### src/rtl/core/jffp_pkg.sv
// ----------------------------------------------------------------------------
// jffp_pkg
// Shared types and character codes for the fuse-map text parser.
// ----------------------------------------------------------------------------
package jffp_pkg;

  localparam logic [7:0] CH_STX   = 8'h02;
  localparam logic [7:0] CH_SPACE = 8'h20;
  localparam logic [7:0] CH_STAR  = 8'h2A;
  localparam logic [7:0] CH_ZERO  = 8'h30;
  localparam logic [7:0] CH_ONE   = 8'h31;
  localparam logic [7:0] CH_E     = 8'h45;
  localparam logic [7:0] CH_F     = 8'h46;
  localparam logic [7:0] CH_L     = 8'h4C;
  localparam logic [7:0] CH_Q     = 8'h51;

  // Feature-bit flag that marks the SPI port as disabled
  localparam int unsigned SPI_DIS_BIT = 6;

  typedef enum logic [3:0] {
    PH_STX     = 4'd0,
    PH_Q_STAR  = 4'd1,
    PH_Q_KEY   = 4'd2,
    PH_QUAL    = 4'd3,
    PH_DIGITS  = 4'd4,
    PH_L_KEY   = 4'd5,
    PH_L_STAR  = 4'd6,
    PH_ADDR    = 4'd7,
    PH_FUSE    = 4'd8,
    PH_E_KEY   = 4'd9,
    PH_E_STAR  = 4'd10,
    PH_FEAT    = 4'd11,
    PH_FEABITS = 4'd12,
    PH_DONE    = 4'd13,
    PH_ERR     = 4'd14
  } phase_t;

  typedef enum logic [2:0] {
    K_PAGE  = 3'd0,
    K_FROW  = 3'd1,
    K_FBITS = 3'd2,
    K_DONE  = 3'd3,
    K_FMT   = 3'd4,
    K_SPI   = 3'd5
  } kind_t;

  typedef struct packed {
    kind_t       kind;
    logic [7:0]  data;
    logic [3:0]  idx;
    logic        last;
  } result_t;

endpackage

### src/rtl/core/jffp_if.sv
// ----------------------------------------------------------------------------
// jffp channel interfaces
// Valid/ready channels for text characters in and parsed results out.
// ----------------------------------------------------------------------------
interface jffp_in_if;
  logic       valid;
  logic       ready;
  logic [7:0] char_code;
  logic       end_of_file;

  modport source (output valid, output char_code, output end_of_file, input ready);
  modport sink   (input valid, input char_code, input end_of_file, output ready);
endinterface

interface jffp_out_if;
  logic       valid;
  logic       ready;
  logic [2:0] result_kind;
  logic [7:0] data_byte;
  logic [3:0] byte_index;
  logic       last_of_group;

  modport source (output valid, output result_kind, output data_byte,
                  output byte_index, output last_of_group, input ready);
  modport sink   (input valid, input result_kind, input data_byte,
                  input byte_index, input last_of_group, output ready);
endinterface

### src/rtl/core/jffp_parser.sv
// ----------------------------------------------------------------------------
// jffp_parser
// Parse state registers and the per-character step logic.
// ----------------------------------------------------------------------------
module jffp_parser #(
  parameter int unsigned PAGE_BYTES         = 16,
  parameter int unsigned FEATURE_ROW_BYTES  = 8,
  parameter int unsigned MAX_ADDRESS_DIGITS = 15
) (
  input  logic              clk,
  input  logic              rst_n,
  input  logic              adv,
  input  logic [7:0]        char_code,
  input  logic              end_of_file,
  output logic              res_vld,
  output jffp_pkg::result_t res
);
  import jffp_pkg::*;

  phase_t     phase_r,     phase_nxt;
  logic [7:0] shift_r,     shift_nxt;
  logic [3:0] bcnt_r,      bcnt_nxt;
  logic [3:0] addr_tot_r,  addr_tot_nxt;
  logic [3:0] addr_seen_r, addr_seen_nxt;
  logic [3:0] gcnt_r,      gcnt_nxt;

  logic       is_space;
  logic       is_bit;
  logic [7:0] shift_new;
  logic [3:0] bcnt_new;
  logic       byte_full;
  logic [4:0] gcnt_inc;
  logic [3:0] seen_inc;

  assign is_space  = (char_code <= CH_SPACE) || (char_code == CH_STAR);
  assign is_bit    = (char_code == CH_ZERO) || (char_code == CH_ONE);
  assign shift_new = {shift_r[6:0], char_code == CH_ONE};
  assign bcnt_new  = bcnt_r + 4'd1;
  assign byte_full = is_bit && (bcnt_new >= 4'd8);
  assign gcnt_inc  = {1'b0, gcnt_r} + 5'd1;
  assign seen_inc  = addr_seen_r + 4'd1;

  always_comb begin
    phase_nxt     = phase_r;
    shift_nxt     = shift_r;
    bcnt_nxt      = bcnt_r;
    addr_tot_nxt  = addr_tot_r;
    addr_seen_nxt = addr_seen_r;
    gcnt_nxt      = gcnt_r;
    res_vld       = 1'b0;
    res           = '{kind: K_FMT, data: 8'd0, idx: 4'd0, last: 1'b0};

    if (end_of_file) begin
      // re-arm for the next file
      phase_nxt     = PH_STX;
      shift_nxt     = 8'd0;
      bcnt_nxt      = 4'd0;
      addr_tot_nxt  = 4'd0;
      addr_seen_nxt = 4'd0;
      gcnt_nxt      = 4'd0;
      if (phase_r == PH_DONE) begin
        res_vld  = 1'b1;
        res.kind = K_DONE;
      end else if (phase_r != PH_ERR) begin
        res_vld  = 1'b1;
      end
    end else begin
      // shift in fuse characters inside the data groups
      if ((phase_r == PH_FUSE || phase_r == PH_FEAT || phase_r == PH_FEABITS) &&
          char_code != CH_STAR && is_bit) begin
        shift_nxt = shift_new;
        bcnt_nxt  = byte_full ? 4'd0 : bcnt_new;
      end
      case (phase_r)
        PH_STX: begin
          if (char_code == CH_STX) phase_nxt = PH_Q_STAR;
        end
        PH_Q_STAR: begin
          if (char_code == CH_STAR) phase_nxt = PH_Q_KEY;
        end
        PH_Q_KEY: begin
          if (!is_space) phase_nxt = (char_code == CH_Q) ? PH_QUAL : PH_Q_STAR;
        end
        PH_QUAL: begin
          if (char_code == CH_F) begin
            phase_nxt    = PH_DIGITS;
            addr_tot_nxt = 4'd0;
          end else begin
            phase_nxt = PH_Q_STAR;
          end
        end
        PH_DIGITS: begin
          if (char_code == CH_STAR) begin
            phase_nxt = PH_L_KEY;
          end else if (addr_tot_r >= 4'(MAX_ADDRESS_DIGITS)) begin
            phase_nxt = PH_ERR;
            res_vld   = 1'b1;
          end else begin
            addr_tot_nxt = addr_tot_r + 4'd1;
          end
        end
        PH_L_KEY: begin
          if (!is_space) begin
            if (char_code == CH_L) begin
              addr_seen_nxt = 4'd0;
              if (addr_tot_r == 4'd0) begin
                phase_nxt = PH_FUSE;
                shift_nxt = 8'd0;
                bcnt_nxt  = 4'd0;
                gcnt_nxt  = 4'd0;
              end else begin
                phase_nxt = PH_ADDR;
              end
            end else begin
              phase_nxt = PH_L_STAR;
            end
          end
        end
        PH_L_STAR: begin
          if (char_code == CH_STAR) phase_nxt = PH_L_KEY;
        end
        PH_ADDR: begin
          if (char_code != CH_ZERO) begin
            phase_nxt = PH_ERR;
            res_vld   = 1'b1;
          end else begin
            addr_seen_nxt = seen_inc;
            if (seen_inc >= addr_tot_r) begin
              phase_nxt = PH_FUSE;
              shift_nxt = 8'd0;
              bcnt_nxt  = 4'd0;
              gcnt_nxt  = 4'd0;
            end
          end
        end
        PH_FUSE: begin
          if (char_code == CH_STAR) begin
            if (gcnt_r != 4'd0) begin
              phase_nxt = PH_ERR;
              res_vld   = 1'b1;
            end else begin
              // end of fuse table: drop any partial byte
              phase_nxt = PH_E_KEY;
              shift_nxt = 8'd0;
              bcnt_nxt  = 4'd0;
            end
          end else if (byte_full) begin
            res_vld  = 1'b1;
            res.kind = K_PAGE;
            res.data = shift_new;
            res.idx  = gcnt_r;
            res.last = gcnt_inc >= 5'(PAGE_BYTES);
            gcnt_nxt = res.last ? 4'd0 : gcnt_inc[3:0];
          end
        end
        PH_E_KEY: begin
          if (!is_space) begin
            if (char_code == CH_E) begin
              phase_nxt = PH_FEAT;
              shift_nxt = 8'd0;
              bcnt_nxt  = 4'd0;
              gcnt_nxt  = 4'd0;
            end else begin
              phase_nxt = PH_E_STAR;
            end
          end
        end
        PH_E_STAR: begin
          if (char_code == CH_STAR) phase_nxt = PH_E_KEY;
        end
        PH_FEAT: begin
          if (char_code == CH_STAR) begin
            phase_nxt = PH_ERR;
            res_vld   = 1'b1;
          end else if (byte_full) begin
            res_vld  = 1'b1;
            res.kind = K_FROW;
            res.data = shift_new;
            res.idx  = gcnt_r;
            res.last = gcnt_inc >= 5'(FEATURE_ROW_BYTES);
            if (res.last) begin
              gcnt_nxt  = 4'd0;
              phase_nxt = PH_FEABITS;
            end else begin
              gcnt_nxt = gcnt_inc[3:0];
            end
          end
        end
        PH_FEABITS: begin
          if (char_code == CH_STAR) begin
            phase_nxt = PH_ERR;
            res_vld   = 1'b1;
          end else if (byte_full) begin
            res_vld  = 1'b1;
            res.kind = K_FBITS;
            res.data = shift_new;
            if (gcnt_r == 4'd0) begin
              gcnt_nxt = 4'd1;
            end else begin
              gcnt_nxt = 4'd0;
              res.idx  = 4'd1;
              res.last = 1'b1;
              if (shift_new[SPI_DIS_BIT]) begin
                res.kind  = K_SPI;
                phase_nxt = PH_ERR;
              end else begin
                phase_nxt = PH_DONE;
              end
            end
          end
        end
        default: begin
          // done and error: ignore characters until end of file
        end
      endcase
    end
  end

  always_ff @(posedge clk) begin
    if (!rst_n) begin
      phase_r     <= PH_STX;
      shift_r     <= 8'd0;
      bcnt_r      <= 4'd0;
      addr_tot_r  <= 4'd0;
      addr_seen_r <= 4'd0;
      gcnt_r      <= 4'd0;
    end else if (adv) begin
      phase_r     <= phase_nxt;
      shift_r     <= shift_nxt;
      bcnt_r      <= bcnt_nxt;
      addr_tot_r  <= addr_tot_nxt;
      addr_seen_r <= addr_seen_nxt;
      gcnt_r      <= gcnt_nxt;
    end
  end

  a_spi_to_err: assert property (@(posedge clk) disable iff (!rst_n)
    adv && res_vld && res.kind == K_SPI |=> phase_r == PH_ERR)
    else $error("spi disabled result did not stop the parser");

  a_done_rearm: assert property (@(posedge clk) disable iff (!rst_n)
    adv && res_vld && res.kind == K_DONE |=> phase_r == PH_STX)
    else $error("finished result did not re-arm the parser");

  a_eof_rearm: assert property (@(posedge clk) disable iff (!rst_n)
    adv && end_of_file |=> phase_r == PH_STX && bcnt_r == 4'd0 && gcnt_r == 4'd0)
    else $error("end of file did not clear parse state");

  a_bit_count: assert property (@(posedge clk) disable iff (!rst_n)
    bcnt_r < 4'd8)
    else $error("bit count out of range");

endmodule

### src/rtl/core/jffp_out_reg.sv
// ----------------------------------------------------------------------------
// jffp_out_reg
// Result register holding one parsed result until the sink takes it.
// ----------------------------------------------------------------------------
module jffp_out_reg (
  input  logic              clk,
  input  logic              rst_n,
  input  logic              load,
  input  jffp_pkg::result_t res,
  output logic              space,
  jffp_out_if.source        out_ch
);
  import jffp_pkg::*;

  logic    vld_r;
  result_t res_r;

  // free when empty or being drained this cycle
  assign space = !vld_r || out_ch.ready;

  always_ff @(posedge clk) begin
    if (!rst_n) begin
      vld_r <= 1'b0;
    end else if (load) begin
      vld_r <= 1'b1;
    end else if (out_ch.ready) begin
      vld_r <= 1'b0;
    end
  end

  always_ff @(posedge clk) begin
    if (load) begin
      res_r <= res;
    end
  end

  assign out_ch.valid         = vld_r;
  assign out_ch.result_kind   = res_r.kind;
  assign out_ch.data_byte     = res_r.data;
  assign out_ch.byte_index    = res_r.idx;
  assign out_ch.last_of_group = res_r.last;

endmodule

### src/rtl/core/jedec_fuse_file_parser_unit.sv
// Each character is stepped from the input register; its result goes to the result register.
// Throughput: one character per cycle unless a result finds the result register full, set
//   by the single-pass step logic between the input register and the result register.
// A character that causes no result never waits on the output side.
// Reset (synchronous, rst_n low): parser waits for STX, counters clear,
//   both register stages empty.
// ----------------------------------------------------------------------------
// jedec_fuse_file_parser_unit
// Streaming fuse-map text parser: pages, feature row, feature bits and status out.
// ----------------------------------------------------------------------------
module jedec_fuse_file_parser_unit #(
  parameter int unsigned PAGE_BYTES         = 16,
  parameter int unsigned FEATURE_ROW_BYTES  = 8,
  parameter int unsigned MAX_ADDRESS_DIGITS = 15
) (
  input  logic       clk,
  input  logic       rst_n,
  jffp_in_if.sink    in_ch,
  jffp_out_if.source out_ch
);
  import jffp_pkg::*;

  logic       in_vld_r;
  logic [7:0] char_r;
  logic       eof_r;

  logic       adv;
  logic       res_vld;
  result_t    res;
  logic       space;

  // advance the held character unless its result has nowhere to go
  assign adv         = in_vld_r && (!res_vld || space);
  assign in_ch.ready = !in_vld_r || adv;

  always_ff @(posedge clk) begin
    if (!rst_n) begin
      in_vld_r <= 1'b0;
    end else if (in_ch.ready) begin
      in_vld_r <= in_ch.valid;
    end
  end

  always_ff @(posedge clk) begin
    if (in_ch.ready && in_ch.valid) begin
      char_r <= in_ch.char_code;
      eof_r  <= in_ch.end_of_file;
    end
  end

  jffp_parser #(
    .PAGE_BYTES         (PAGE_BYTES),
    .FEATURE_ROW_BYTES  (FEATURE_ROW_BYTES),
    .MAX_ADDRESS_DIGITS (MAX_ADDRESS_DIGITS)
  ) u_parser (
    .clk         (clk),
    .rst_n       (rst_n),
    .adv         (adv),
    .char_code   (char_r),
    .end_of_file (eof_r),
    .res_vld     (res_vld),
    .res         (res)
  );

  jffp_out_reg u_out_reg (
    .clk    (clk),
    .rst_n  (rst_n),
    .load   (adv && res_vld),
    .res    (res),
    .space  (space),
    .out_ch (out_ch)
  );

endmodule

### src/flat_wrapper.sv
// flat-port wrapper written by rule: the top's interface ports become plain ports
module jedec_fuse_file_parser_unit_flat import jffp_pkg::*;
#(
  parameter int unsigned PAGE_BYTES         = 16,
  parameter int unsigned FEATURE_ROW_BYTES  = 8,
  parameter int unsigned MAX_ADDRESS_DIGITS = 15
)
  (clk, rst_n, in_ch_valid, in_ch_char_code, in_ch_end_of_file, in_ch_ready, out_ch_valid, out_ch_result_kind, out_ch_data_byte, out_ch_byte_index, out_ch_last_of_group, out_ch_ready);
  jffp_in_if in_ch_i ();
  jffp_out_if out_ch_i ();
  input  logic clk;
  input  logic rst_n;
  input wire logic [$bits(in_ch_i.valid)-1:0] in_ch_valid;
  input wire logic [$bits(in_ch_i.char_code)-1:0] in_ch_char_code;
  input wire logic [$bits(in_ch_i.end_of_file)-1:0] in_ch_end_of_file;
  output wire logic [$bits(in_ch_i.ready)-1:0] in_ch_ready;
  output wire logic [$bits(out_ch_i.valid)-1:0] out_ch_valid;
  output wire logic [$bits(out_ch_i.result_kind)-1:0] out_ch_result_kind;
  output wire logic [$bits(out_ch_i.data_byte)-1:0] out_ch_data_byte;
  output wire logic [$bits(out_ch_i.byte_index)-1:0] out_ch_byte_index;
  output wire logic [$bits(out_ch_i.last_of_group)-1:0] out_ch_last_of_group;
  input wire logic [$bits(out_ch_i.ready)-1:0] out_ch_ready;
  assign in_ch_i.valid = in_ch_valid;
  assign in_ch_i.char_code = in_ch_char_code;
  assign in_ch_i.end_of_file = in_ch_end_of_file;
  assign in_ch_ready = in_ch_i.ready;
  assign out_ch_valid = out_ch_i.valid;
  assign out_ch_result_kind = out_ch_i.result_kind;
  assign out_ch_data_byte = out_ch_i.data_byte;
  assign out_ch_byte_index = out_ch_i.byte_index;
  assign out_ch_last_of_group = out_ch_i.last_of_group;
  assign out_ch_i.ready = out_ch_ready;
  jedec_fuse_file_parser_unit #(.PAGE_BYTES(PAGE_BYTES), .FEATURE_ROW_BYTES(FEATURE_ROW_BYTES), .MAX_ADDRESS_DIGITS(MAX_ADDRESS_DIGITS)) u_core (.clk(clk), .rst_n(rst_n), .in_ch(in_ch_i), .out_ch(out_ch_i));
endmodule
### config.mk
export PLATFORM = sky130hd
export DESIGN_NAME = jedec_fuse_file_parser_unit_flat
export DESIGN_NICKNAME = d
export VERILOG_FILES = /design/src/rtl/core/jffp_pkg.sv /design/src/rtl/core/jffp_if.sv /design/src/rtl/core/jffp_parser.sv /design/src/rtl/core/jffp_out_reg.sv /design/src/rtl/core/jedec_fuse_file_parser_unit.sv /design/src/flat_wrapper.sv
export SDC_FILE = /design/constraint.sdc
export NUM_CORES = 1
export LEC_CHECK = 0
export BUFFER_PORTS_ARGS = -buffer_cell sky130_fd_sc_hd__buf_4
export CAP_MARGIN = 20
export CORE_MARGIN = 2
export CORE_UTILIZATION = 56
export CTS_CLUSTER_DIAMETER = 30
export DETAILED_ROUTE_END_ITERATION = 10
export PLACE_DENSITY = 0.76
export SETUP_SLACK_MARGIN = 0.2
export SLEW_MARGIN = 25
export SYNTH_ARGS = -nofsm -noshare
export SYNTH_HDL_FRONTEND = slang
export SYNTH_SLANG_ARGS = --single-unit
### constraint.sdc
create_clock -name clk -period 5.9 [get_ports clk]
set_input_delay 0.59 -clock clk [delete_from_list [all_inputs] [get_ports clk]]
set_output_delay 0.59 -clock clk [all_outputs]
set_load 0.02 [all_outputs]
==> metrics <==
status=finished, final reports clean; crit-path cells=or4b_1 -> nor2_2 -> a2111oi_4 -> o21a_2 -> o31ai_1 -> inv_1 -> buf_4; sequential share of the synthesized area=0.397; setup bufs post-CTS=0; Inserted Clock Buffers=5; Top Family by Delay on Critical Path=flip-flops; Clock Sinks=54; DRC violations left=0; Synthesis Warnings=0; ranking of synthesized cells by area=edfxtp_1 22%, dfxtp_1 17%, nand2_1 4.8%, nor2_1 4.3%, ha_1 3.7%; Least-Margin Pin Slew=0.816 ns; worst slack, placed=2.60 ns; critical hold path startpoint=in_ch_char_code[7]; Hold EP=u_core.char_r[7]; fin crit share=0.631; Storage cell area=about 1300 um2; Crit-path slowest cell=dfxtp_1; CP endpoint kind=output port; num rows=28; GR Overflow Total=0; Critical R2R Capture=u_core.char_r[4]; routed vias/inst=~6.2; Startpoint Class=register; worst-case clock buffer depth=2; Final Net Count=~420; initial core utilization=0.573; crit-path max FO=26; GR Util All Layers=0.239; Fmax=269 MHz; final hold vios=0; Die Area=6620 um2; drt pass-1 iters=4; TritonCTS clock tree=done; Non-Filler Instances=469; Pwr per Cell Area=~180 nW/um2; Final min period=3.72 ns; hold_buf cts=0; vias=2905; Clock Pin Slew Worst Setup and Hold Paths=0.10 ns; Peak supply drop=120 uV; Placed Cells=461; P&R area growth vs syn=9.90%; Synth Register Bits=54; final setup vio count=0; # H-tree levels=2; Main synth FF type=dfxtp_1; Post-synth EDFFs=25; Root Buffer=clkbuf_8; Critical Path Max Stage Delay=0.86 ns; FF-to-FF setup slack=2.76 ns; share of the synthesized area in the top cell type=0.224; mean post-synth cell area=8.89 um2; share of cells above drive strength 1=0.132; mapped cell area=3350 um2; placed cell area=between 3000 and 4000 um2; post-synthesis cell type count=70; Cells after Synth=between 300 and 400; initial antenna violation count=0; area leader, netlist=edfxtp_1; fillers=around 500; GPL Wtd Cong=0.896; Worst EP required=5.31 ns; design area=around 3700 um2; hold depth=1; first-pass GRT wire length=12400 um; Buf+Inv Stages, Crit Path=2; Hold Crit Class=input pin to register; Reg2Reg Depth=6; initial DRC count=188; multi-input logic area=1890 um2; Synth async-reset ratio=0; crit path DAT=3.13 ns; Routed WL per cell=15.7 um; Die W=a little over 80 um; final wirelength=7360 um; Fin Setup TNS=0 ns; largest net degree at the start of global routing=27; port bufs=30; skew final=0.00762 ns; core area=5850 um2; Max Cap Viol=0; RSZ-0062 raised after global routing=false; Pleak=0.00132 uW; Ports=31; post-cts resize count=0; dpl hpwl=~5400 um; worst skew pair latency=0.32 ns; worst r2r src=u_core.u_parser.phase_r[3]; Slew Limit Fails=0; critical path type=register to output port; worst rel slew slack=0.455; vias in the first global route=2633; diode count=0; post-synthesis net count=400; Worst Slack Setup Final=2.18 ns; height of the die=81.4 um; Antenna Nets Post-Route=0
==> cells by family after synthesis <==
kind of cell,count (synthesis),synth area share
simple gates,176,0.292
flops,54,0.397
xor+xnor,6,0.0157
buf+inv,32,0.0385
fa+ha+maj,10,0.0373
mux,10,0.0302
compound gates,89,0.189
==> per-stage QoR <==
step	hold WS, ns	power, uW	utilization
after global routing	0.431	693	0.629
after detailed placement	0.474	459	0.613
after CTS	0.439	678	0.629
after floorplan	0.449	440	-
after global placement	0.460	458	0.612
final	0.442	672	0.629
==> power by group <==
group	internal, uW	total, uW	leakage, uW	switching, uW
sequential	399	408	0.000452	9.36
combinational	17.3	41.9	0.000823	24.6
clock	88.2	222	0.0000502	134
total	504	672	0.00132	168
==> metal layers <==
layer | wire length (um) | track usage
met5 | 0 | 0
met4 | 244 | 0.0949
met3 | 418 | 0.0389
met2 | 3410 | 0.395
met1 | 3280 | 0.311
==> placed cells by master, fill, tap and decap left out, drive strengths merged, types with 7 or more instances in the layout <==
cell type and instances:
nand4 9, nand3 12, o21ai 18, nor2 40, and2 13, edfxtp 25, o21a 7, nor3 8
dfxtp 29, buf 30, nand2b 8, a21oi 18, ha 10, nand2 43, nor2b 8, inv 12
mux2i 9
==> sequential cells by signal (all words and copies together) (netlist names) <==
| register | count |
|---|---|
| u_core.char_r | 8 |
| u_core.u_parser.addr_tot_r | 4 |
| u_core.u_parser.gcnt_r | 4 |
| u_core.u_out_reg.out_ch.last_of_group | 1 |
| u_core.u_parser.addr_seen_r | 4 |
| u_core.u_parser.bcnt_r | 4 |
| u_core.u_out_reg.out_ch.data_byte | 8 |
| u_core.in_vld_r | 1 |
| u_core.u_out_reg.out_ch.byte_index | 4 |
| u_core.u_out_reg.out_ch.result_kind | 3 |
| u_core.eof_r | 1 |
| u_core.u_parser.shift_r | 7 |
| u_core.u_parser.phase_r | 4 |
| u_core.u_out_reg.out_ch.valid | 1 |
==> cells in the mapped netlist (3+ instances only) <==
library cell,instances
nand3_1,12
nand2_1,43
o22ai_1,4
a21o_1,3
a21oi_1,17
dfxtp_1,29
or3_1,3
clkbuf_1,16
and2_1,13
o21ai_1,3
a31oi_1,3
nand4_1,8
edfxtp_1,25
nand2b_1,8
nor2_1,38
o21a_1,6
nor3_1,8
o211ai_1,4
mux2i_1,9
xor2_1,4
o21ai_0,15
o31ai_1,4
and3_1,4
a211oi_1,4
and4_1,4
buf_2,4
nor2b_1,8
inv_1,11
nor3b_1,3
ha_1,10
a21boi_0,3
nand4b_1,3
==> layout make-up <==
| class | instances | share of cell area |
|---|---|---|
| repair buffers | 30 | 0.0612 |
| clock buffers | 5 | 0.0187 |
| multi-input cells | 291 | 0.514 |
| well taps | 75 | 0.0255 |
| inverters | 11 | 0.0112 |
| clock inverters | 3 | 0.00782 |
| flip-flops and latches | 54 | 0.362 |
==> worst max path at each step <==
stage / start / end / slack [ns] / depth (start not counted)
floorplan: u_core.char_r[0] / u_core.u_out_reg.out_ch.byte_index[0] / 3.06 / 6
global placement: u_core.u_parser.phase_r[3] / u_core.u_out_reg.out_ch.data_byte[3] / 2.64 / 6
detailed placement: u_core.u_parser.phase_r[3] / in_ch_ready / 2.60 / 7
CTS: u_core.u_parser.phase_r[3] / in_ch_ready / 2.24 / 7
global route: u_core.u_parser.phase_r[3] / in_ch_ready / 2.00 / 7
finish: u_core.u_parser.phase_r[3] / in_ch_ready / 2.18 / 7
Note: power is estimated with default switching activity, not from simulation.
